`src/design/pabu_pkg.sv`:
```
`timescale 1ns / 1ps
// shared types, constants and helper functions for the pixel art block upscaler
package pabu_pkg;

	localparam int PIX_W  = 32;
	localparam int CH_W   = 8;
	localparam int N_CH   = 4;
	localparam int N_COL  = 3;
	localparam int DIST_W = 20;
	localparam int CRD_W  = 3;
	localparam int N_PAIR = 8;

	localparam int CRN_TL = 0;
	localparam int CRN_TR = 1;
	localparam int CRN_BL = 2;
	localparam int CRN_BR = 3;

	typedef logic [PIX_W-1:0]  pix_t;
	typedef logic [CH_W-1:0]   chan_t;
	typedef logic [DIST_W-1:0] dist_t;
	typedef logic [CRD_W-1:0]  coord_t;

	typedef enum logic [1:0] {
		MODE_PASS,
		MODE_X2,
		MODE_X3,
		MODE_X5
	} mode_t;

	// cell positions used by the wider border cells of the 5x block
	localparam coord_t X5_NEAR = 3'd1;
	localparam coord_t X5_FAR  = 3'd3;
	localparam coord_t X5_LAST = 3'd4;

	// one classified source pixel, ready for the output sequencer
	typedef struct packed {
		mode_t          mode;
		pix_t           center;
		pix_t [3:0]     corner;
		pix_t [3:0]     side;
	} job_t;

	function automatic pix_t avg_px(pix_t x, pix_t y);
		logic [CH_W:0] s;
		pix_t          r;
		r = '0;
		for (int k = 0; k < N_CH; k++) begin
			s = {1'b0, x[k*CH_W +: CH_W]} + {1'b0, y[k*CH_W +: CH_W]};
			r[k*CH_W +: CH_W] = s[CH_W:1];
		end
		return r;
	endfunction

	function automatic chan_t abs_diff(chan_t a, chan_t b);
		return (a > b) ? (a - b) : (b - a);
	endfunction

	function automatic coord_t last_idx(mode_t m);
		coord_t r;
		case (m)
			MODE_PASS: r = 3'd0;
			MODE_X2:   r = 3'd1;
			MODE_X3:   r = 3'd2;
			MODE_X5:   r = 3'd4;
			default:   r = 3'd0;
		endcase
		return r;
	endfunction

endpackage

```
`src/design/pabu_fifo.sv`:
```
`timescale 1ns / 1ps
// short queue of classified pixels between the front end and the output sequencer
module pabu_fifo #(
	parameter int DEPTH = 2
) (
	input  logic           clk,
	input  logic           arst_n,
	input  logic           push_valid,
	output logic           push_ready,
	input  pabu_pkg::job_t push_data,
	output logic           pop_valid,
	input  logic           pop_ready,
	output pabu_pkg::job_t pop_data
);
	import pabu_pkg::*;

	localparam int AW = (DEPTH > 1) ? $clog2(DEPTH) : 1;
	localparam int CW = $clog2(DEPTH + 1);

	job_t          entry_q [DEPTH];
	logic [AW-1:0] wr_ptr_q;
	logic [AW-1:0] rd_ptr_q;
	logic [CW-1:0] count_q;
	logic          push_fire;
	logic          pop_fire;

	always_comb begin
		push_ready = count_q != CW'(DEPTH);
		pop_valid  = count_q != '0;
		push_fire  = push_valid && push_ready;
		pop_fire   = pop_valid && pop_ready;
		pop_data   = entry_q[rd_ptr_q];
	end

	always_ff @(posedge clk or negedge arst_n) begin
		if (!arst_n) begin
			wr_ptr_q <= '0;
			rd_ptr_q <= '0;
			count_q  <= '0;
		end else begin
			if (push_fire) begin
				wr_ptr_q <= (wr_ptr_q == AW'(DEPTH - 1)) ? '0 : wr_ptr_q + 1'b1;
			end
			if (pop_fire) begin
				rd_ptr_q <= (rd_ptr_q == AW'(DEPTH - 1)) ? '0 : rd_ptr_q + 1'b1;
			end
			if (push_fire && !pop_fire) begin
				count_q <= count_q + 1'b1;
			end else if (pop_fire && !push_fire) begin
				count_q <= count_q - 1'b1;
			end
		end
	end

	always_ff @(posedge clk) begin
		if (push_fire) begin
			entry_q[wr_ptr_q] <= push_data;
		end
	end

`ifndef SYNTHESIS
	a_count_bound: assert property (@(posedge clk) disable iff (!arst_n)
		count_q <= CW'(DEPTH))
		else $error("queue fill above depth");

	a_count_up: assert property (@(posedge clk) disable iff (!arst_n)
		(push_fire && !pop_fire) |=> count_q == CW'($past(count_q) + 1'b1))
		else $error("queue fill lost a push");

	a_count_down: assert property (@(posedge clk) disable iff (!arst_n)
		(pop_fire && !push_fire) |=> count_q == CW'($past(count_q) - 1'b1))
		else $error("queue fill lost a pop");
`endif

endmodule

```
`config.mk`:
```
export PLATFORM = sky130hd
export DESIGN_NAME = pabu_fifo
export DESIGN_NICKNAME = d
export VERILOG_FILES = /design/src/design/pabu_pkg.sv /design/src/design/pabu_fifo.sv
export SDC_FILE = /design/constraint.sdc
export NUM_CORES = 1
export LEC_CHECK = 0
export BUFFER_PORTS_ARGS = -buffer_cell sky130_fd_sc_hd__buf_2
export CORE_AREA = 5 5 225 227
export CTS_CLUSTER_DIAMETER = 50
export CTS_CLUSTER_SIZE = 24
export DETAILED_ROUTE_END_ITERATION = 8
export DIE_AREA = 0 0 230 232
export GPL_TIMING_DRIVEN = 0
export PLACE_DENSITY = 0.69
export SYNTH_ARGS = -nofsm -noshare
export SYNTH_HDL_FRONTEND = slang
export SYNTH_SLANG_ARGS = --single-unit
export TNS_END_PERCENT = 50
```
`constraint.sdc`:
```
create_clock -name clk -period 41.7 [get_ports clk]
set_clock_uncertainty 0.1 [all_clocks]
set_input_delay 8.34 -clock clk [delete_from_list [all_inputs] [get_ports clk]]
set_output_delay 8.34 -clock clk [all_outputs]
set_load 0.1 [all_outputs]
```
==> results by group <==
Synthesis
  • Synth cell types: 14
  • Syn_area_per_cell: approximately 23 sq um
  • Post-Syn Nets: ~1,200
  • Warnings from Yosys: 0
  • Cells after synthesis: 920
  • Yosys top cell by area: edfxtp_1
  • Synth top area share: around four fifths
  • Synth area leaders: edfxtp_1, mux2_2, clkbuf_8
  • Cell Area, Synth: roughly 21,000 sq um
  • Sequential share of the synthesized area: between 80% and 90%
  • Number of synthesized register bits: between 500 and 600

Drt
  • Drt pass-1 iters: 4
  • 1st-iter DRT viols: a little over 600
  • Final wirelength: approximately 48,000 microns
  • Drt drc: 0
  • ANT nets after route: 0
  • Vias per inst: 4.92
  • Drt wl/cell: 21.5 microns
  • DR vias: 11,036

Floorplan
  • Placement Rows: 81
  • Die area: 53,400 sq um
  • Die Y: between 200 and 250 microns
  • IO Count: 586
  • Die width: 230 microns
  • Initial Utilization: between 40% and 50%
  • Core ar.: just under 50,000 sq um

Timing
  • Endpoints failing setup: 0
  • Max-slew violation count: 0
  • Final Hold Fails: 0
  • Rel. slew slack: between 50% and 60%
  • Setup_tns: 0 ns
  • Fin crit period: between 10 and 15 ns
  • Post-route clock period utilization: roughly a quarter
  • RSZ-0062 raised after global routing: false
  • FMAX: 93.4 MHz
  • Worst slew pin tran: about 0.63 ns

Cells and area
  • Nets: between 1,500 and 2,000
  • Share of cells above drive strength 1: a little over three fifths
  • Area grow syn2layout: 27.0%
  • Most common cell after layout, fill and taps aside: buf_2
  • Most frequent cells in the layout: buf_2, edfxtp_1, mux2_2

Placement
  • Post-DP HPWL: about 35,000 microns
  • Port Buffers: between 500 and 600
  • Gpl congestion: 0.789

Clock tree
  • PostCTS Resize Cnt: 0
  • Clock buffer depth: 3
  • Worst-Skew Late Latency: around 0.59 ns
  • Sink Count: between 500 and 600
  • Hold_buf cts: 0
  • Root Buffer: clkbuf_16
  • Clock tree from TritonCTS: yes
  • Worst-path clk slew: around 0.090 ns
  • Htree depth: 2
  • Inserted Clock Buffers: 47
  • Setup repair bufs after CTS: 0

Setup path
  • WS Path Type: flip-flop to primary output
  • Cells on worst reg2reg path: 9
  • CP max FO: 10
  • FF-to-FF Start: count_q[0]
  • Worst EP arrival: about 2.3 ns
  • CP required: about 33 ns
  • Crit path capture type: primary output
  • Reg-to-Reg End: entry_q[0][271]
  • R2r setup slk: ~39 ns
  • Startpoint types: flip-flop

Hold path
  • Hold path start: count_q[1]
  • Hold Crit Class: flip-flop to flip-flop
  • Hold Crit Endpoint: count_q[1]
  • WHS Path Cells: 1

Global route
  • Total track usage: 17.4%
  • Initial antenna violation count: 18
  • Global-route wire length before repair: around 71,000 microns
  • Pin count of the biggest net entering global routing: 66
  • Gr ovfl total: 0
  • Vias in the first global route: between 10,000 and 15,000

Job
  • Max-cap violations: 0

Status
  • Outcome: finished clean
## sequential cells by signal, summed over array words and instances (netlist names)
name / cells
rd_ptr_q: 1
count_q: 2
wr_ptr_q: 1
entry_q: 580
## through the flow
stage / cell area [sq um] / setup WS (ns) / utilization, % / cells / hold WS (ns)
after floorplan: 21300 / 20.15 / - / 920 / 0.356
after global placement: 25000 / 13.33 / 51.6 / 2127 / 0.374
after detailed placement: 25400 / 30.69 / 52.3 / 2142 / 0.379
after CTS: 27000 / 30.88 / 55.8 / 2227 / 0.395
after global routing: 27000 / 30.89 / 55.8 / 2237 / 0.433
final: 27100 / 30.99 / 55.8 / 2244 / 0.394
## layer usage
layer | share of wire [%] | track usage (%) | vias to the layer above
li1 | - | - | 5016
met1 | 36 | 19.8 | 5513
met2 | 52 | 30.7 | 410
met3 | 8.9 | 6.40 | 89
met4 | 2.8 | 5.42 | 8
met5 | 0.12 | 0 | -
## worst max-delay path, cell delays in order (launching register included)
cell      delay [ns]
dfrtp_1         0.44
buf_6           0.25
clkbuf_8        0.27
mux2_2          0.40
buf_2           0.31
## worst max path at each step
stage,end,from,cells past startpoint
floorplan,entry_q[0][0],push_valid,2
global placement,entry_q[0][15],push_valid,3
detailed placement,entry_q[0][14],push_valid,9
CTS,pop_data[263],rd_ptr_q,4
global route,pop_data[263],rd_ptr_q,4
finish,pop_data[263],rd_ptr_q,4
## synth_stat cells (all sizes together)
cell type  number
edfxtp        580
mux2          290
clkbuf         26
buf             6
dfrtp           4
xnor2           3
nand2           2
nor2            2
xor2            2
and3            1
ha              1
inv             1
nand2b          1
or2             1
## area by class of cell
class,instances,area (sq um)
diodes,17,42.5
plain buffers,32,425
clock buffers,51,1230
clock inverters,34,417
fillers,3745,21400
inverters,1,3.75
multi-input cells,303,3370
flip-flops and latches,584,17500
well taps,622,778
repair buffers,600,3270
## cell families after synthesis
logic type | synth area share [%]
XOR/XNOR | 0.206
multiplexers | 15.3
flip-flops | 82.2
buffers and inverters | 2.01
AND/OR/NAND/NOR | 0.159
adder cells (fa/ha/maj) | 0.0587
Power is left out: the tool's default activity adds up to more than one toggle a clock period on the data nets, which glitch-free logic cannot reach.
