**src/design/pabu_pkg.sv**
```systemverilog
`timescale 1ns / 1ps
// shared types, constants and helper functions for the pixel art block upscaler
package pabu_pkg;

	localparam int PIX_W  = 32;
	localparam int CH_W   = 8;
	localparam int N_CH   = 4;
	localparam int N_COL  = 3;
	localparam int DIST_W = 20;
	localparam int CRD_W  = 3;
	localparam int N_PAIR = 8;

	localparam int CRN_TL = 0;
	localparam int CRN_TR = 1;
	localparam int CRN_BL = 2;
	localparam int CRN_BR = 3;

	typedef logic [PIX_W-1:0]  pix_t;
	typedef logic [CH_W-1:0]   chan_t;
	typedef logic [DIST_W-1:0] dist_t;
	typedef logic [CRD_W-1:0]  coord_t;

	typedef enum logic [1:0] {
		MODE_PASS,
		MODE_X2,
		MODE_X3,
		MODE_X5
	} mode_t;

	// cell positions used by the wider border cells of the 5x block
	localparam coord_t X5_NEAR = 3'd1;
	localparam coord_t X5_FAR  = 3'd3;
	localparam coord_t X5_LAST = 3'd4;

	// one classified source pixel, ready for the output sequencer
	typedef struct packed {
		mode_t          mode;
		pix_t           center;
		pix_t [3:0]     corner;
		pix_t [3:0]     side;
	} job_t;

	function automatic pix_t avg_px(pix_t x, pix_t y);
		logic [CH_W:0] s;
		pix_t          r;
		r = '0;
		for (int k = 0; k < N_CH; k++) begin
			s = {1'b0, x[k*CH_W +: CH_W]} + {1'b0, y[k*CH_W +: CH_W]};
			r[k*CH_W +: CH_W] = s[CH_W:1];
		end
		return r;
	endfunction

	function automatic chan_t abs_diff(chan_t a, chan_t b);
		return (a > b) ? (a - b) : (b - a);
	endfunction

	function automatic coord_t last_idx(mode_t m);
		coord_t r;
		case (m)
			MODE_PASS: r = 3'd0;
			MODE_X2:   r = 3'd1;
			MODE_X3:   r = 3'd2;
			MODE_X5:   r = 3'd4;
			default:   r = 3'd0;
		endcase
		return r;
	endfunction

endpackage

```
**src/design/pabu_ifs.sv**
```systemverilog
`timescale 1ns / 1ps
// request channel interfaces: neighbourhood input, pixel output and mode register write
interface pabu_in_if;
	import pabu_pkg::*;
	logic valid;
	logic ready;
	pix_t px_up_left;
	pix_t px_up;
	pix_t px_up_right;
	pix_t px_left;
	pix_t px_center;
	pix_t px_right;
	pix_t px_down_left;
	pix_t px_down;
	pix_t px_down_right;

	modport source (
		output valid, px_up_left, px_up, px_up_right, px_left, px_center,
		       px_right, px_down_left, px_down, px_down_right,
		input  ready
	);
	modport sink (
		input  valid, px_up_left, px_up, px_up_right, px_left, px_center,
		       px_right, px_down_left, px_down, px_down_right,
		output ready
	);
endinterface


```
**src/design/pabu_front.sv**
```systemverilog
`timescale 1ns / 1ps
// front end: accepts neighbourhoods, tests the corners and resolves the replacement pixels
module pabu_front (
	input  logic            clk,
	input  logic            arst_n,
	input  pabu_pkg::mode_t mode,
	pabu_in_if.sink         pix_in,
	output logic            push_valid,
	input  logic            push_ready,
	output pabu_pkg::job_t  push_data
);
	import pabu_pkg::*;

	logic  adv_s1;
	logic  adv_s2;
	pix_t  pair_a [N_PAIR];
	pix_t  pair_b [N_PAIR];
	logic  [3:0] fire_nx;
	dist_t dist_nx [N_PAIR];

	logic       valid_s1;
	mode_t      mode_s1;
	pix_t       p_s1;
	pix_t       b_s1;
	pix_t       d_s1;
	pix_t       f_s1;
	logic [3:0] fire_s1;
	chan_t      diff_s1 [N_PAIR][N_COL];

	logic       valid_s2;
	mode_t      mode_s2;
	pix_t       p_s2;
	pix_t       b_s2;
	pix_t       d_s2;
	pix_t       f_s2;
	logic [3:0] fire_s2;
	dist_t      dist_s2 [N_PAIR];

	logic [3:0] closer;
	pix_t       avg_pb;
	pix_t       avg_pd;
	pix_t       avg_pf;

	always_comb begin
		adv_s2       = !valid_s2 || push_ready;
		adv_s1       = !valid_s1 || adv_s2;
		pix_in.ready = adv_s1;
	end

	// distance pairs: each corner compares its diagonal to the centre against the opposite pair
	always_comb begin
		pair_a[0] = pix_in.px_up_left;   pair_b[0] = pix_in.px_center;
		pair_a[1] = pix_in.px_up;        pair_b[1] = pix_in.px_up_right;
		pair_a[2] = pix_in.px_up_right;  pair_b[2] = pix_in.px_center;
		pair_a[3] = pix_in.px_up;        pair_b[3] = pix_in.px_up_left;
		pair_a[4] = pix_in.px_down_left; pair_b[4] = pix_in.px_center;
		pair_a[5] = pix_in.px_left;      pair_b[5] = pix_in.px_up_left;
		pair_a[6] = pix_in.px_down_right; pair_b[6] = pix_in.px_center;
		pair_a[7] = pix_in.px_right;     pair_b[7] = pix_in.px_up_right;
	end

	always_comb begin
		fire_nx[CRN_TL] = (pix_in.px_up == pix_in.px_left) &&
			(pix_in.px_up != pix_in.px_right) && (pix_in.px_left != pix_in.px_down);
		fire_nx[CRN_TR] = (pix_in.px_up == pix_in.px_right) &&
			(pix_in.px_up != pix_in.px_left) && (pix_in.px_right != pix_in.px_down);
		fire_nx[CRN_BL] = (pix_in.px_left == pix_in.px_down) &&
			(pix_in.px_left != pix_in.px_up) && (pix_in.px_down != pix_in.px_right);
		fire_nx[CRN_BR] = (pix_in.px_right == pix_in.px_down) &&
			(pix_in.px_right != pix_in.px_up) && (pix_in.px_down != pix_in.px_left);
	end

	always_ff @(posedge clk or negedge arst_n) begin
		if (!arst_n) begin
			valid_s1 <= 1'b0;
			valid_s2 <= 1'b0;
		end else begin
			if (adv_s1) begin
				valid_s1 <= pix_in.valid;
			end
			if (adv_s2) begin
				valid_s2 <= valid_s1;
			end
		end
	end

	always_ff @(posedge clk) begin
		if (adv_s1 && pix_in.valid) begin
			mode_s1 <= mode;
			p_s1    <= pix_in.px_center;
			b_s1    <= pix_in.px_up;
			d_s1    <= pix_in.px_left;
			f_s1    <= pix_in.px_right;
			fire_s1 <= fire_nx;
			for (int k = 0; k < N_PAIR; k++) begin
				for (int c = 0; c < N_COL; c++) begin
					diff_s1[k][c] <= abs_diff(pair_a[k][c*CH_W +: CH_W],
						pair_b[k][c*CH_W +: CH_W]);
				end
			end
		end
	end

	// weighted distance: 2 for red, 4 for green, 3 for blue
	always_comb begin
		logic [2*CH_W-1:0] sq [N_COL];
		for (int k = 0; k < N_PAIR; k++) begin
			for (int c = 0; c < N_COL; c++) begin
				sq[c] = {8'd0, diff_s1[k][c]} * {8'd0, diff_s1[k][c]};
			end
			dist_nx[k] = DIST_W'({sq[0], 1'b0}) + DIST_W'({sq[1], 2'b00})
				+ DIST_W'({sq[2], 1'b0}) + DIST_W'(sq[2]);
		end
	end

	always_ff @(posedge clk) begin
		if (adv_s2 && valid_s1) begin
			mode_s2 <= mode_s1;
			p_s2    <= p_s1;
			b_s2    <= b_s1;
			d_s2    <= d_s1;
			f_s2    <= f_s1;
			fire_s2 <= fire_s1;
			for (int k = 0; k < N_PAIR; k++) begin
				dist_s2[k] <= dist_nx[k];
			end
		end
	end

	always_comb begin
		for (int k = 0; k < 4; k++) begin
			closer[k] = dist_s2[2*k] < dist_s2[2*k+1];
		end
		avg_pb = avg_px(p_s2, b_s2);
		avg_pd = avg_px(p_s2, d_s2);
		avg_pf = avg_px(p_s2, f_s2);
	end

	always_comb begin
		push_valid       = valid_s2;
		push_data.mode   = mode_s2;
		push_data.center = p_s2;
		push_data.corner = {4{p_s2}};
		push_data.side   = {4{p_s2}};
		case (mode_s2)
			MODE_PASS: begin
			end
			MODE_X2: begin
				if (fire_s2[CRN_TL]) push_data.corner[CRN_TL] = closer[CRN_TL] ? avg_pb : b_s2;
				if (fire_s2[CRN_TR]) push_data.corner[CRN_TR] = closer[CRN_TR] ? avg_pb : b_s2;
				if (fire_s2[CRN_BL]) push_data.corner[CRN_BL] = closer[CRN_BL] ? avg_pd : d_s2;
				if (fire_s2[CRN_BR]) push_data.corner[CRN_BR] = closer[CRN_BR] ? avg_pf : f_s2;
			end
			MODE_X3, MODE_X5: begin
				if (fire_s2[CRN_TL]) begin
					push_data.corner[CRN_TL] = d_s2;
					push_data.side[CRN_TL]   = avg_pd;
				end
				if (fire_s2[CRN_TR]) begin
					push_data.corner[CRN_TR] = f_s2;
					push_data.side[CRN_TR]   = avg_pf;
				end
				if (fire_s2[CRN_BL]) begin
					push_data.corner[CRN_BL] = d_s2;
					push_data.side[CRN_BL]   = avg_pd;
				end
				if (fire_s2[CRN_BR]) begin
					push_data.corner[CRN_BR] = f_s2;
					push_data.side[CRN_BR]   = avg_pf;
				end
			end
			default: begin
			end
		endcase
	end

endmodule

```
**src/flat_wrapper.sv**
```systemverilog
// flat-port wrapper written by rule: the top's interface ports become plain ports
module pabu_front_flat import pabu_pkg::*;
  (clk, arst_n, mode, push_valid, push_ready, push_data, pix_in_valid, pix_in_px_up_left, pix_in_px_up, pix_in_px_up_right, pix_in_px_left, pix_in_px_center, pix_in_px_right, pix_in_px_down_left, pix_in_px_down, pix_in_px_down_right, pix_in_ready);
  pabu_in_if pix_in_i ();
  input  logic clk;
  input  logic arst_n;
  input  pabu_pkg::mode_t mode;
  output logic push_valid;
  input  logic push_ready;
  output pabu_pkg::job_t push_data;
  input wire logic [$bits(pix_in_i.valid)-1:0] pix_in_valid;
  input wire logic [$bits(pix_in_i.px_up_left)-1:0] pix_in_px_up_left;
  input wire logic [$bits(pix_in_i.px_up)-1:0] pix_in_px_up;
  input wire logic [$bits(pix_in_i.px_up_right)-1:0] pix_in_px_up_right;
  input wire logic [$bits(pix_in_i.px_left)-1:0] pix_in_px_left;
  input wire logic [$bits(pix_in_i.px_center)-1:0] pix_in_px_center;
  input wire logic [$bits(pix_in_i.px_right)-1:0] pix_in_px_right;
  input wire logic [$bits(pix_in_i.px_down_left)-1:0] pix_in_px_down_left;
  input wire logic [$bits(pix_in_i.px_down)-1:0] pix_in_px_down;
  input wire logic [$bits(pix_in_i.px_down_right)-1:0] pix_in_px_down_right;
  output wire logic [$bits(pix_in_i.ready)-1:0] pix_in_ready;
  assign pix_in_i.valid = pix_in_valid;
  assign pix_in_i.px_up_left = pix_in_px_up_left;
  assign pix_in_i.px_up = pix_in_px_up;
  assign pix_in_i.px_up_right = pix_in_px_up_right;
  assign pix_in_i.px_left = pix_in_px_left;
  assign pix_in_i.px_center = pix_in_px_center;
  assign pix_in_i.px_right = pix_in_px_right;
  assign pix_in_i.px_down_left = pix_in_px_down_left;
  assign pix_in_i.px_down = pix_in_px_down;
  assign pix_in_i.px_down_right = pix_in_px_down_right;
  assign pix_in_ready = pix_in_i.ready;
  pabu_front u_core (.clk(clk), .arst_n(arst_n), .mode(mode), .pix_in(pix_in_i), .push_valid(push_valid), .push_ready(push_ready), .push_data(push_data));
endmodule
```
**config.mk**
```make
export PLATFORM = sky130hd
export DESIGN_NAME = pabu_front_flat
export DESIGN_NICKNAME = d
export VERILOG_FILES = /design/src/design/pabu_pkg.sv /design/src/design/pabu_ifs.sv /design/src/design/pabu_front.sv /design/src/flat_wrapper.sv
export SDC_FILE = /design/constraint.sdc
export NUM_CORES = 2
export LEC_CHECK = 0
export ABC_AREA = 0
export BUFFER_PORTS_ARGS = -buffer_cell sky130_fd_sc_hd__buf_4
export CAP_MARGIN = 20
export CELL_PAD_IN_SITES_DETAIL_PLACEMENT = 0
export CELL_PAD_IN_SITES_GLOBAL_PLACEMENT = 2
export CORE_AREA = 5 5 462 919
export CTS_CLUSTER_DIAMETER = 80
export DETAILED_ROUTE_END_ITERATION = 7
export DIE_AREA = 0 0 467 924
export PLACE_DENSITY_LB_ADDON = 0.1
export SYNTH_ARGS = -nofsm -noshare
export SYNTH_HDL_FRONTEND = slang
export SYNTH_SLANG_ARGS = --single-unit
```
**constraint.sdc**
```tcl
create_clock -name clk -period 10.03 [get_ports clk]
set_clock_uncertainty 0.1 [all_clocks]
set_input_delay 1.5045 -clock clk [delete_from_list [all_inputs] [get_ports clk]]
set_output_delay 1.5045 -clock clk [all_outputs]
set_load 0.02 [all_outputs]
```
==> impl_metrics.ini <==
[worst_hold_path]
min_to = u_core.f_s2[31]
hp-class = register to register
min_path_cells = 0
min-delay-start = u_core.f_s1[31]

[logic_synthesis]
synth_top_area_cell = edfxtp_1
synth.area.top_cells = edfxtp_1, ha_1, fa_1
synthDistinctLibCells = 88
synth_top_cell_area_share_pct = 19.5
yosysSeqAreaShare_pct = 19.6
synth_edf_count = 620
async_flop_share_pct = 0.322
syn_inst = 10300
synthFlopType = edfxtp_1
ys_warn_count = 0
synth_seq_cells = 622
avgSynthCellArea_um2 = 9.27
syn-cell-area_um2 = 95300

[critical_path]
crit_type = register to register
slowest_stage = edfxtp_1
rrSetupSlack_ns = 1.64
crit_fanout = 10
r2r-end = u_core.dist_s2[1][16]
r2r_start = u_core.diff_s1[1][8]
end_kind = register
cpMostUsedCell = ha_1
cp-start-kind = register
cp.arrival_ns = 8.79
slowest_delay_ns = 0.72
rr_worst_depth = 28
cp.required_ns = 10.43

[route]
vias = 75400
antenna_left = 0
wl_met3_um = 18800
dr.pass1.iters = 8
drt_iter0_markers = 3475
top_layer_used = met5
vias_per_cell = 4.58
drc = 7
wl_met2_um = 238000
routed_wl_um = 425000
wl_met1_um = 147000
wire_per_inst_um = 25.8

[clock_tree]
ctsResizeCount = 0
cts_tree = done
cts_buffers = 81
h-tree-depth = 3
cts-root-buf = clkbuf_16
ctsLongestPathBuffers = 3
clock_sinks = 622
ctsHoldBuffers = 0
clk_latency_ns = 0.74
clk_pin_slew_worst_paths_ns = 0.06
cts_setup_buffers = 0

[timing]
hold_viol = 0
setup_viol = 0
timing.final.max_slew_violations = 0
min_period_ns = 8.39
rsz0062_at_grt = false
final.period_utilization_pct = 83.6
tns_ns = 0
maxSlewHeadroom_pct = 21.4
worst_slew_pin_slew_ns = 1.18
fmax_mhz = 119

[outcome]
status = finished with violations
violations = DRC

[floorplan]
die_x_um = 467
die-area_um2 = 432000
ios = 586
fp.dieH_um = 924
rows = 335
start_util_pct = 22.9
coreArea_um2 = 416000

[job]
drv_cap = 0

[global_route]
antenna_found_initial = 91
grt_pass1_vias = 81200
grt-ovfl-total = 0
grt_pass1_wl_um = 593000
grt_usage_pct = 19.3
grt_max_degree = 132

[placed_design]
gp_congestion = 0.856
port_buffers = 553
dpl.hpwl_um = 370000

[final_layout]
drive_gt1_share_pct = 8.41
nets = 13300
syn_to_final_growth_pct = 14.7
==> state kept, by name, indices dropped and copies added, names as in the netlist, 4 cells and up <==
register / flops
u_core.b_s1: 32
u_core.d_s1: 32
u_core.f_s2: 32
u_core.f_s1: 32
u_core.p_s1: 32
u_core.dist_s2: 160
u_core.d_s2: 32
u_core.fire_s1: 4
u_core.p_s2: 32
u_core.fire_s2: 4
u_core.b_s2: 32
u_core.diff_s1: 192
==> worst max-delay path, delay by kind of cell, from the launching register on <==
kind / cells / cell delay (ns)
AO/OA/AOI/OAI: 8 / 1.81
XOR/XNOR: 3 / 0.97
adder cells (fa/ha/maj): 8 / 3.08
buffers and inverters: 2 / 0.11
flip-flops: 1 / 0.72
AND/OR/NAND/NOR: 7 / 1.34
==> area by class of cell <==
class,instances,area [um^2]
Timing Repair Buffer,617,4690
Clock inverter,64,852
Inverter,1649,6190
Fill cell,44600,307000
Multi-Input combinational cell,7821,69700
Tap cell,5560,6960
Antenna cell,53,133
Clock buffer,86,2050
Sequential cell,622,18700
==> cell families (layout without fill, tap and decap cells) <==
kind of cell             Yosys count  in the layout  share of synthesized area [%]
AO/OA/AOI/OAI                   1942           1942                           13.2
multiplexers                     232            232                           2.55
flip-flops                       622            622                           19.6
buffers and inverters           1846           2416                           7.34
XOR/XNOR                         927            927                           8.52
AND/OR/NAND/NOR                 2448           2448                           13.0
other                              2             69                        0.00788
adder cells (fa/ha/maj)         2256           2256                           35.8
==> layer usage <==
metal,vias to the layer above,GRT usage (%)
li1,36000,-
met5,-,0
met2,1503,39.1
met3,475,2.98
met4,60,7.76
met1,37400,19.0
==> cell usage after synthesis (92+ instances only) <==
master / instances
inv_1: 1648
ha_1: 1476
fa_1: 780
nand2_1: 687
xnor2_1: 669
edfxtp_1: 620
a21oi_1: 575
and2_1: 499
nor2_1: 428
o21ai_0: 281
xor2_1: 258
a21o_1: 200
nor2b_1: 164
clkbuf_1: 152
mux2i_1: 148
nor3_1: 147
nand2b_1: 119
nand3_1: 107
o21ai_1: 98
a211oi_1: 92
==> how the worst max path moves through the flow <==
| stage | slack (ns) | endpoint | from | cells after the start |
|---|---|---|---|---|
| after CTS | 1.50 | u_core.dist_s2[1][16] | u_core.diff_s1[1][8] | 28 |
| final | 1.64 | u_core.dist_s2[1][16] | u_core.diff_s1[1][8] | 28 |
| after global placement | 1.53 | u_core.dist_s2[1][16] | u_core.diff_s1[1][8] | 28 |
| after floorplan | 0.02 | u_core.b_s1[0] | push_ready | 2 |
| after detailed placement | 1.54 | u_core.dist_s2[1][16] | u_core.diff_s1[1][8] | 28 |
| after global routing | 1.24 | u_core.dist_s2[1][18] | u_core.diff_s1[1][8] | 28 |
==> metrics by stage <==
stage / hold WS (ns) / util (%) / area (um^2) / cells / setup slack (ns)
after global placement: 0.301 / 25.5 / 106000 / 16300 / 1.53
after detailed placement: 0.305 / 25.5 / 106000 / 16300 / 1.54
after global routing: 0.321 / 26.2 / 109000 / 16500 / 1.24
after floorplan: 0.300 / - / 95300 / 10300 / 0.0196
final: 0.315 / 26.3 / 109000 / 16500 / 1.64
after CTS: 0.305 / 26.2 / 109000 / 16400 / 1.50
==> layout by cell type (no fill, tap or decap), types with 23 or more instances in the layout <==
master,n
ha_1,1476
nor3_1,147
a31oi_1,50
nor2b_1,164
a221o_1,30
a41oi_1,29
fa_1,780
or3_1,53
or2_2,26
and2_1,496
inv_1,1648
o21a_1,85
xor2_1,257
nand4_1,86
o21ai_0,279
diode_2,53
a31o_2,24
a221oi_1,64
nand2b_1,119
xnor2_1,667
nor2_1,428
a21oi_1,575
o21ai_1,98
a211oi_1,92
clkbuf_16,81
a22oi_1,29
mux2i_1,147
a21o_1,200
and3_1,40
mux2_2,61
edfxtp_1,620
o22ai_1,65
o21bai_1,71
mux2_1,23
nand3_1,107
o211ai_1,58
buf_4,612
and4_1,28
nand2_1,682
Power is not shown: default switching activity piles up to over one toggle a cycle in this logic, so the estimate is an artifact.
