===== src/design/pabu_pkg.sv =====
`timescale 1ns / 1ps
// shared types, constants and helper functions for the pixel art block upscaler
package pabu_pkg;

	localparam int PIX_W  = 32;
	localparam int CH_W   = 8;
	localparam int N_CH   = 4;
	localparam int N_COL  = 3;
	localparam int DIST_W = 20;
	localparam int CRD_W  = 3;
	localparam int N_PAIR = 8;

	localparam int CRN_TL = 0;
	localparam int CRN_TR = 1;
	localparam int CRN_BL = 2;
	localparam int CRN_BR = 3;

	typedef logic [PIX_W-1:0]  pix_t;
	typedef logic [CH_W-1:0]   chan_t;
	typedef logic [DIST_W-1:0] dist_t;
	typedef logic [CRD_W-1:0]  coord_t;

	typedef enum logic [1:0] {
		MODE_PASS,
		MODE_X2,
		MODE_X3,
		MODE_X5
	} mode_t;

	// cell positions used by the wider border cells of the 5x block
	localparam coord_t X5_NEAR = 3'd1;
	localparam coord_t X5_FAR  = 3'd3;
	localparam coord_t X5_LAST = 3'd4;

	// one classified source pixel, ready for the output sequencer
	typedef struct packed {
		mode_t          mode;
		pix_t           center;
		pix_t [3:0]     corner;
		pix_t [3:0]     side;
	} job_t;

	function automatic pix_t avg_px(pix_t x, pix_t y);
		logic [CH_W:0] s;
		pix_t          r;
		r = '0;
		for (int k = 0; k < N_CH; k++) begin
			s = {1'b0, x[k*CH_W +: CH_W]} + {1'b0, y[k*CH_W +: CH_W]};
			r[k*CH_W +: CH_W] = s[CH_W:1];
		end
		return r;
	endfunction

	function automatic chan_t abs_diff(chan_t a, chan_t b);
		return (a > b) ? (a - b) : (b - a);
	endfunction

	function automatic coord_t last_idx(mode_t m);
		coord_t r;
		case (m)
			MODE_PASS: r = 3'd0;
			MODE_X2:   r = 3'd1;
			MODE_X3:   r = 3'd2;
			MODE_X5:   r = 3'd4;
			default:   r = 3'd0;
		endcase
		return r;
	endfunction

endpackage


===== src/design/pabu_ifs.sv =====


interface pabu_out_if;
	import pabu_pkg::*;
	logic   valid;
	logic   ready;
	pix_t   out_pixel;
	coord_t sub_col;
	coord_t sub_row;
	logic   block_end;

	modport source (
		output valid, out_pixel, sub_col, sub_row, block_end,
		input  ready
	);
	modport sink (
		input  valid, out_pixel, sub_col, sub_row, block_end,
		output ready
	);
endinterface



===== src/design/pabu_back.sv =====
`timescale 1ns / 1ps
// output sequencer: walks the block in raster order and drives the output register
module pabu_back (
	input  logic           clk,
	input  logic           arst_n,
	input  logic           pop_valid,
	output logic           pop_ready,
	input  pabu_pkg::job_t pop_data,
	pabu_out_if.source     pix_out
);
	import pabu_pkg::*;

	job_t   job_q;
	logic   busy_q;
	coord_t row_q;
	coord_t col_q;

	logic   out_valid_q;
	pix_t   out_pixel_q;
	coord_t sub_col_q;
	coord_t sub_row_q;
	logic   block_end_q;

	coord_t lst;
	logic   out_adv;
	logic   emit;
	logic   row_end;
	logic   at_end;
	logic   pop_fire;
	logic   x5;
	pix_t   sel;

	always_comb begin
		lst       = last_idx(job_q.mode);
		out_adv   = !out_valid_q || pix_out.ready;
		emit      = busy_q && out_adv;
		row_end   = col_q == lst;
		at_end    = row_end && (row_q == lst);
		pop_ready = !busy_q || (emit && at_end);
		pop_fire  = pop_valid && pop_ready;
		x5        = job_q.mode == MODE_X5;
	end

	always_comb begin
		sel = job_q.center;
		if (row_q == '0 && col_q == '0) begin
			sel = job_q.corner[CRN_TL];
		end else if (row_q == '0 && col_q == lst) begin
			sel = job_q.corner[CRN_TR];
		end else if (row_q == lst && col_q == '0) begin
			sel = job_q.corner[CRN_BL];
		end else if (row_q == lst && col_q == lst) begin
			sel = job_q.corner[CRN_BR];
		end else if (x5) begin
			if ((row_q == '0 && col_q == X5_NEAR) || (row_q == X5_NEAR && col_q == '0)) begin
				sel = job_q.side[CRN_TL];
			end else if ((row_q == '0 && col_q == X5_FAR) ||
				(row_q == X5_NEAR && col_q == X5_LAST)) begin
				sel = job_q.side[CRN_TR];
			end else if ((row_q == X5_LAST && col_q == X5_NEAR) ||
				(row_q == X5_FAR && col_q == '0)) begin
				sel = job_q.side[CRN_BL];
			end else if ((row_q == X5_LAST && col_q == X5_FAR) ||
				(row_q == X5_FAR && col_q == X5_LAST)) begin
				sel = job_q.side[CRN_BR];
			end
		end
	end

	always_ff @(posedge clk or negedge arst_n) begin
		if (!arst_n) begin
			busy_q      <= 1'b0;
			row_q       <= '0;
			col_q       <= '0;
			out_valid_q <= 1'b0;
		end else begin
			if (pop_fire) begin
				busy_q <= 1'b1;
				row_q  <= '0;
				col_q  <= '0;
			end else if (emit) begin
				if (at_end) begin
					busy_q <= 1'b0;
				end else if (row_end) begin
					col_q <= '0;
					row_q <= row_q + 1'b1;
				end else begin
					col_q <= col_q + 1'b1;
				end
			end
			if (out_adv) begin
				out_valid_q <= emit;
			end
		end
	end

	always_ff @(posedge clk) begin
		if (pop_fire) begin
			job_q <= pop_data;
		end
		if (emit) begin
			out_pixel_q <= sel;
			sub_col_q   <= col_q;
			sub_row_q   <= row_q;
			block_end_q <= at_end;
		end
	end

	always_comb begin
		pix_out.valid     = out_valid_q;
		pix_out.out_pixel = out_pixel_q;
		pix_out.sub_col   = sub_col_q;
		pix_out.sub_row   = sub_row_q;
		pix_out.block_end = block_end_q;
	end

`ifndef SYNTHESIS
	a_end_square: assert property (@(posedge clk) disable iff (!arst_n)
		(out_valid_q && block_end_q) |-> sub_col_q == sub_row_q)
		else $error("block end off the diagonal");

	a_coord_range: assert property (@(posedge clk) disable iff (!arst_n)
		busy_q |-> (row_q <= lst) && (col_q <= lst))
		else $error("sequencer position outside block");

	a_load_origin: assert property (@(posedge clk) disable iff (!arst_n)
		pop_fire |=> busy_q && row_q == '0 && col_q == '0)
		else $error("new block not started at origin");
`endif

endmodule


===== src/flat_wrapper.sv =====
// flat-port wrapper written by rule: the top's interface ports become plain ports
module pabu_back_flat import pabu_pkg::*;
  (clk, arst_n, pop_valid, pop_ready, pop_data, pix_out_valid, pix_out_out_pixel, pix_out_sub_col, pix_out_sub_row, pix_out_block_end, pix_out_ready);
  pabu_out_if pix_out_i ();
  input  logic clk;
  input  logic arst_n;
  input  logic pop_valid;
  output logic pop_ready;
  input  pabu_pkg::job_t pop_data;
  output wire logic [$bits(pix_out_i.valid)-1:0] pix_out_valid;
  output wire logic [$bits(pix_out_i.out_pixel)-1:0] pix_out_out_pixel;
  output wire logic [$bits(pix_out_i.sub_col)-1:0] pix_out_sub_col;
  output wire logic [$bits(pix_out_i.sub_row)-1:0] pix_out_sub_row;
  output wire logic [$bits(pix_out_i.block_end)-1:0] pix_out_block_end;
  input wire logic [$bits(pix_out_i.ready)-1:0] pix_out_ready;
  assign pix_out_valid = pix_out_i.valid;
  assign pix_out_out_pixel = pix_out_i.out_pixel;
  assign pix_out_sub_col = pix_out_i.sub_col;
  assign pix_out_sub_row = pix_out_i.sub_row;
  assign pix_out_block_end = pix_out_i.block_end;
  assign pix_out_i.ready = pix_out_ready;
  pabu_back u_core (.clk(clk), .arst_n(arst_n), .pop_valid(pop_valid), .pop_ready(pop_ready), .pop_data(pop_data), .pix_out(pix_out_i));
endmodule

===== config.mk =====
export PLATFORM = sky130hd
export DESIGN_NAME = pabu_back_flat
export DESIGN_NICKNAME = d
export VERILOG_FILES = /design/src/design/pabu_pkg.sv /design/src/design/pabu_ifs.sv /design/src/design/pabu_back.sv /design/src/flat_wrapper.sv
export SDC_FILE = /design/constraint.sdc
export NUM_CORES = 1
export LEC_CHECK = 0
export BUFFER_PORTS_ARGS = -buffer_cell sky130_fd_sc_hd__buf_2
export CORE_MARGIN = 8
export CORE_UTILIZATION = 55
export CTS_BUF_LIST = sky130_fd_sc_hd__clkbuf_4 sky130_fd_sc_hd__clkbuf_8
export CTS_CLUSTER_SIZE = 28
export DETAILED_ROUTE_END_ITERATION = 8
export PLACE_DENSITY = 0.82
export SYNTH_ARGS = -nofsm -noshare
export SYNTH_HDL_FRONTEND = slang
export SYNTH_SLANG_ARGS = --single-unit

===== constraint.sdc =====
create_clock -name clk -period 9.8 [get_ports clk]
set_input_delay 0.98 -clock clk [delete_from_list [all_inputs] [get_ports clk]]
set_output_delay 0.98 -clock clk [all_outputs]
set_load 0.02 [all_outputs]

==> metrics.txt, run 1 <==
run status complete, no violations; Synth Net Count between 1000 and 1500; Min-Delay Path Class in -> async; sequential share of the synthesized area between 70% and 80%; Area contributors post-synth edfxtp_1 (72%), a21oi_1 (2.4%), o21ai_0 (1.8%); CTS Root Cell clkbuf_8; Worst R2R Path Depth 7; combinational fraction of design power 31.0%; P_sw roughly 1500 µW; CTS H-tree lvls 2; 1st-iter DRT viols between 1000 and 1500; Netlist cell types 65; normalized max-slew margin about a quarter; DIE WIDTH 174 µm; DR vias/cell roughly 6; Final Hold Fails 0; TritonCTS Buffers 53; CTS clk-pin slew, worst paths approximately 0.060 ns; worst skew pair latency about 0.59 ns; register bit total from synthesis ~340; post-CTS sizing 0; number of remaining DRC errors 0; worst r2r src u_core.job_q[289]; Final nets about 1500; Synth Area per Inst 15.6 µm²; via count slightly below 10000; crit path capture u_core.job_q[45]; port bufs around 330; Pleak roughly 0.006 µW; DRT antenna net count 0; # rows 58; Reg2Reg Setup Slack between 4 and 5 ns; Final setup viols 0; maximum number of pins on one net before global-route repair 87; RSZ-0062 raised after global routing no; Setup Skew about 0.036 ns; crit path DAT ~5.1 ns; leading area contributor after synthesis edfxtp_1; CTS sink count around 340; first-pass GRT wire length ~58000 µm; max_cap viols 0; Post-CTS Setup Repair Bufs 0; Detail Placement HPWL 27700 µm; CP startpoint u_core.job_q[289]; multi-input logic area approximately 3300 µm²; antenna violations before repair 18; router iterations before antenna repair 7; FF-to-FF End u_core.job_q[45]; WP data required about 10 ns; worst vdd ir between 0.1 and 0.15 mV; Netlist Area Pre-Place 13700 µm²; critical path launch point type flip-flop; vias in the first global route around 9900; Internal about 2900 µW; switching share of power around 34%; DIE HEIGHT ~170 µm; CP Class reg -> reg; EDFF count, synth around 330; power per cell area 262 nW/µm²; number of I/O pins 335; Worst-Margin Slew 1.14 ns; crit end category flip-flop; TNS Setup 0 ns; Final min period approximately 4.8 ns; Max Freq ~210 MHz; Post-synth top cells edfxtp_1 (329), a21oi_1 (65), nand2_1 (50), o21ai_0 (50), nand3_1 (40); CTS tree built; Finished Core Util 67.0%; count leader, synth edfxtp_1; Area Growth Syn to Fin 21.2%; Syn. warnings 0; Slew Limit Fails 0; CORE AREA between 20000 and 25000 µm²; Post-Synthesis Cells 881; Final Cycle Share approximately half; share of layout cells above drive strength 1 38.3%; Post-Route WL 39600 µm; FILL cells 1767; Worst Path Max Fanout 86; Clock Power Share 26.6%; Yosys top cell area share between 70 and 80%; GP Congestion around 0.87; Longest Clk Path Bufs 3; power share of the sequential group between 40 and 50%; cts hold-fix bufs 0; flip-flop and latch area 10100 µm²; GRT Util Overall ~25%; starting density of the core 55.3%; WL/cell ~25 µm; asr flop ratio synth under 10%; gr ovfl total 0; most used flip-flop cell after synthesis edfxtp_1; die area between 30000 and 40000 µm²
-- metal layers --
metal | GRT usage (%) | wire (µm) | up-vias
met1 | 33.2 | 15500 | 4628
li1 | - | - | 4278
met4 | 12.8 | 1530 | 4
met5 | 0 | 27 | -
met2 | 38.0 | 18700 | 655
met3 | 6.10 | 3850 | 111
-- metrics by stage --
| stage | hold slack [ns] | std cells | cell area (µm²) | total power, µW | worst slack, ns |
|---|---|---|---|---|---|
| floorplan | 0.482 | 881 | 13700 | 2810 | 0.623 |
| global placement | 0.540 | 1499 | 15600 | 3170 | 5.24 |
| detailed placement | 0.537 | 1499 | 15600 | 3200 | 5.04 |
| CTS | 0.249 | 1595 | 16600 | 4350 | 5.04 |
| global route | 0.259 | 1611 | 16600 | 4530 | 4.67 |
| finish | 0.276 | 1612 | 16600 | 4350 | 4.95 |
-- layout by cell type (no fill, tap or decap), drive strengths merged, types with 10 or more instances in the layout --
master  count
a31o       17
o21a       11
and3       14
nand2      52
clkinv     23
buf       344
o221ai     17
inv        10
a21oi      76
o22ai      28
o21ai      58
clkbuf     70
nand3      41
a32o       21
edfxtp    329
diode      17
a211oi     15
nor2       30
-- state kept, by name, summed over array words and instances (netlist names), 3 cells and up --
signal                    count
u_core.col_q                  3
u_core.job_q                290
u_core.pix_out.out_pixel     32
u_core.pix_out.sub_col        3
u_core.pix_out.sub_row        3
u_core.row_q                  3
-- worst max-delay path: stages, from the launching register on --
cell and delay, ns:
edfxtp_1 0.54, and2_4 0.38, a32o_1 0.37, o2bb2ai_1 0.24, o21ai_0 0.37, and2_4 0.92
buf_4 0.91, buf_4 0.65
-- logic make-up after synthesis --
logic type / share of synthesized area [%]
fa+ha+maj: 0.730
mux: 0.0730
compound gates: 16.4
xor+xnor: 0.128
buf+inv: 2.69
simple gates: 6.49
flops: 73.5
-- how the worst min path moves through the flow --
stage | startpoint | end | slack (ns) | cells after the start
2_1_floorplan | u_core.col_q[0] | u_core.pix_out.sub_col[0] | 0.48 | 0
3_3_place_gp | u_core.col_q[1] | u_core.pix_out.sub_col[1] | 0.54 | 0
3_5_place_dp | u_core.row_q[1] | u_core.pix_out.sub_row[1] | 0.54 | 0
4_1_cts | arst_n | u_core.row_q[2] | 0.25 | 1
5_1_grt | arst_n | u_core.row_q[2] | 0.26 | 1
6_report | arst_n | u_core.row_q[2] | 0.28 | 1
-- cell type report --
class | instances | share of cell area, %
Antenna cell | 17 | 0.256
Clock buffer | 70 | 5.15
Clock inverter | 26 | 1.05
Inverter | 9 | 0.203
Multi-Input combinational cell | 479 | 19.7
Sequential cell | 337 | 60.6
Tap cell | 330 | 2.48
Timing Repair Buffer | 344 | 10.5
-- power groups by stage --
stage	sequential (µW)	clock (µW)	combinational [µW]
after floorplan	1960	0	850
after global placement	1870	0	1290
after detailed placement	1880	0	1330
after CTS	1850	1170	1330
after global routing	1860	1230	1440
final	1850	1160	1350
Power figures use the tool's default switching activity.
==> inputs of run 2 (changes only) <==
clock period = 4.6 ns   (was 9.8 ns; I/O delays follow)
==> metrics.txt, run 2 (synthesis results as in run 1) <==
run status complete, no violations; WP data required roughly 5.0 ns; port bufs around 330; Slowest-stage cell, CP dfrtp_1; # rows 58; vias in the first global route 10100; DR vias/cell 6.07; Detail Placement HPWL 28900 µm; worst vdd ir about 0.34 mV; pre-CTS WS around 1.2 ns; number of I/O pins between 300 and 400; Max Freq 291 MHz; most common cell after layout, fill and taps aside buf_2; power per cell area between 500 and 600 nW/µm²; DIE HEIGHT between 150 and 200 µm; Setup WS post-layout approximately 1.2 ns; Pleak 0.00612 µW; worst-path cell chain inv_2, ha_1, a32oi_2, or2_1, buf_4, o221ai_1, a31o_1, a32o_1, a21oi_1; TritonCTS Buffers 53; GP Congestion about 0.9; Final setup viols 0; crit path DAT ~3.9 ns; max reg flops between 200 and 300; CTS sink count 337; hold slack about 0.042 ns; WL/cell between 20 and 30 µm; 1st-iter DRT viols roughly 1200; router iterations before antenna repair 6; RSZ-0062 raised after global routing no; worst skew pair latency around 0.59 ns; Post-Layout Inst Area ~17000 µm²; gr ovfl total 0; Post-Route WL approximately 41000 µm; Slew Limit Fails 0; maximum number of pins on one net before global-route repair 75; number of remaining DRC errors 0; Area Growth Syn to Fin 22.2%; Biggest register u_core.job_q; CTS clk-pin slew, worst paths approximately 0.07 ns; CTS H-tree lvls 2; CTS Root Cell clkbuf_8; first-pass GRT wire length a little over 60000 µm; Final Cycle Share 74.8%; Placed Area ~16000 µm²; Finished Core Util about 68%; Min-Delay Path Class in -> reg; max_cap viols 0; via count 9849; die area 30200 µm²; DRT antenna net count 0; TNS Setup 0 ns; Max stage delay on crit path ~0.78 ns; antenna violations before repair 17; Reg2Reg Setup Slack between 1 and 1.5 ns; post-CTS sizing 0; crit end category flip-flop; CTS tree built; CORE AREA 24800 µm²; Setup Skew a little under 0.03 ns; Worst-Margin Slew 1.15 ns; DIE WIDTH around 170 µm; normalized max-slew margin a little under a quarter; most frequent cells in the layout buf_2 (334), edfxtp_1 (329), a21oi_1 (65), clkbuf_8 (54); share of layout cells above drive strength 1 between 30% and 40%; starting density of the core 55.3%; CP Class reg -> reg; Final min period ~3.4 ns; critical path launch point type flip-flop; GRT Util Overall a little over a quarter; Longest Clk Path Bufs 3; Worst Path Max Fanout 17; Final nets about 1500; Final Hold Fails 0
==> run 2: cell count changes in the layout (fill, tap and decap cells not counted) <==
cell | before | now
buf_12 | 0 | 3
clkbuf_8 | 53 | 54
inv_6 | 1 | 0
clkinv_2 | 6 | 5
clkbuf_4 | 17 | 20
buf_4 | 10 | 15
clkinv_1 | 16 | 13
dlygate4sd3_1 | 0 | 1
clkinvlp_4 | 0 | 2
==> run 2: power by group <==
| group | internal, µW | switching [µW] |
|---|---|---|
| logic | 1020 | 1890 |
| clock network | 1370 | 1150 |
| registers | 3780 | 190 |
| total | 6160 | 3230 |
==> run 2: routing by layer <==
metal	up-vias	track usage, %	share of wire, %
met2	683	41.1	48
li1	4304	-	-
met5	-	0	0
met4	0	12.0	3.5
met3	101	5.99	9.9
met1	4761	34.4	39
==> run 2: worst paths after layout <==
| path | from | endpoint | cells after the start |
|---|---|---|---|
| hold reg to reg | u_core.col_q[1] | u_core.pix_out.sub_col[1] | 0 |
| hold / removal | pop_data[211] | u_core.job_q[211] | 1 |
| max in group asynchronous | arst_n | u_core.row_q[2] | 2 |
| setup / recovery | u_core.col_q[2] | u_core.pix_out.out_pixel[0] | 9 |
| setup reg to reg | u_core.col_q[2] | u_core.pix_out.out_pixel[0] | 9 |
| min in group asynchronous | arst_n | u_core.col_q[1] | 2 |
==> run 2: what timing repair did <==
action	4_1_cts	5_1_grt
endpoints found under the hold margin	8	0
hold buffers	1	0
setup buffers	0	0
==> run 2: per-stage QoR <==
stage               total power [µW]  std cells
detailed placement              6860       1507
floorplan                       5940        881
CTS                             9370       1605
global route                    9760       1622
finish                          9390       1622
global placement                6800       1507
==> run 2: worst max-delay path: cells and delay by family, from the launching register on <==
kind / cells / cell delay, ns
flops: 1 / 0.78
simple gates: 1 / 0.53
fa+ha+maj: 1 / 0.30
compound gates: 5 / 1.16
buf+inv: 2 / 0.50
==> run 2: final cells by class <==
class                           count  area [µm²]
Sequential cell                   337       10100
Fill cell                        1787        8050
Multi-Input combinational cell    479        3280
Timing Repair Buffer              353        1850
Clock buffer                       74         893
Tap cell                          330         413
Clock inverter                     23         165
Antenna cell                       17        42.5
Inverter                            9        33.8
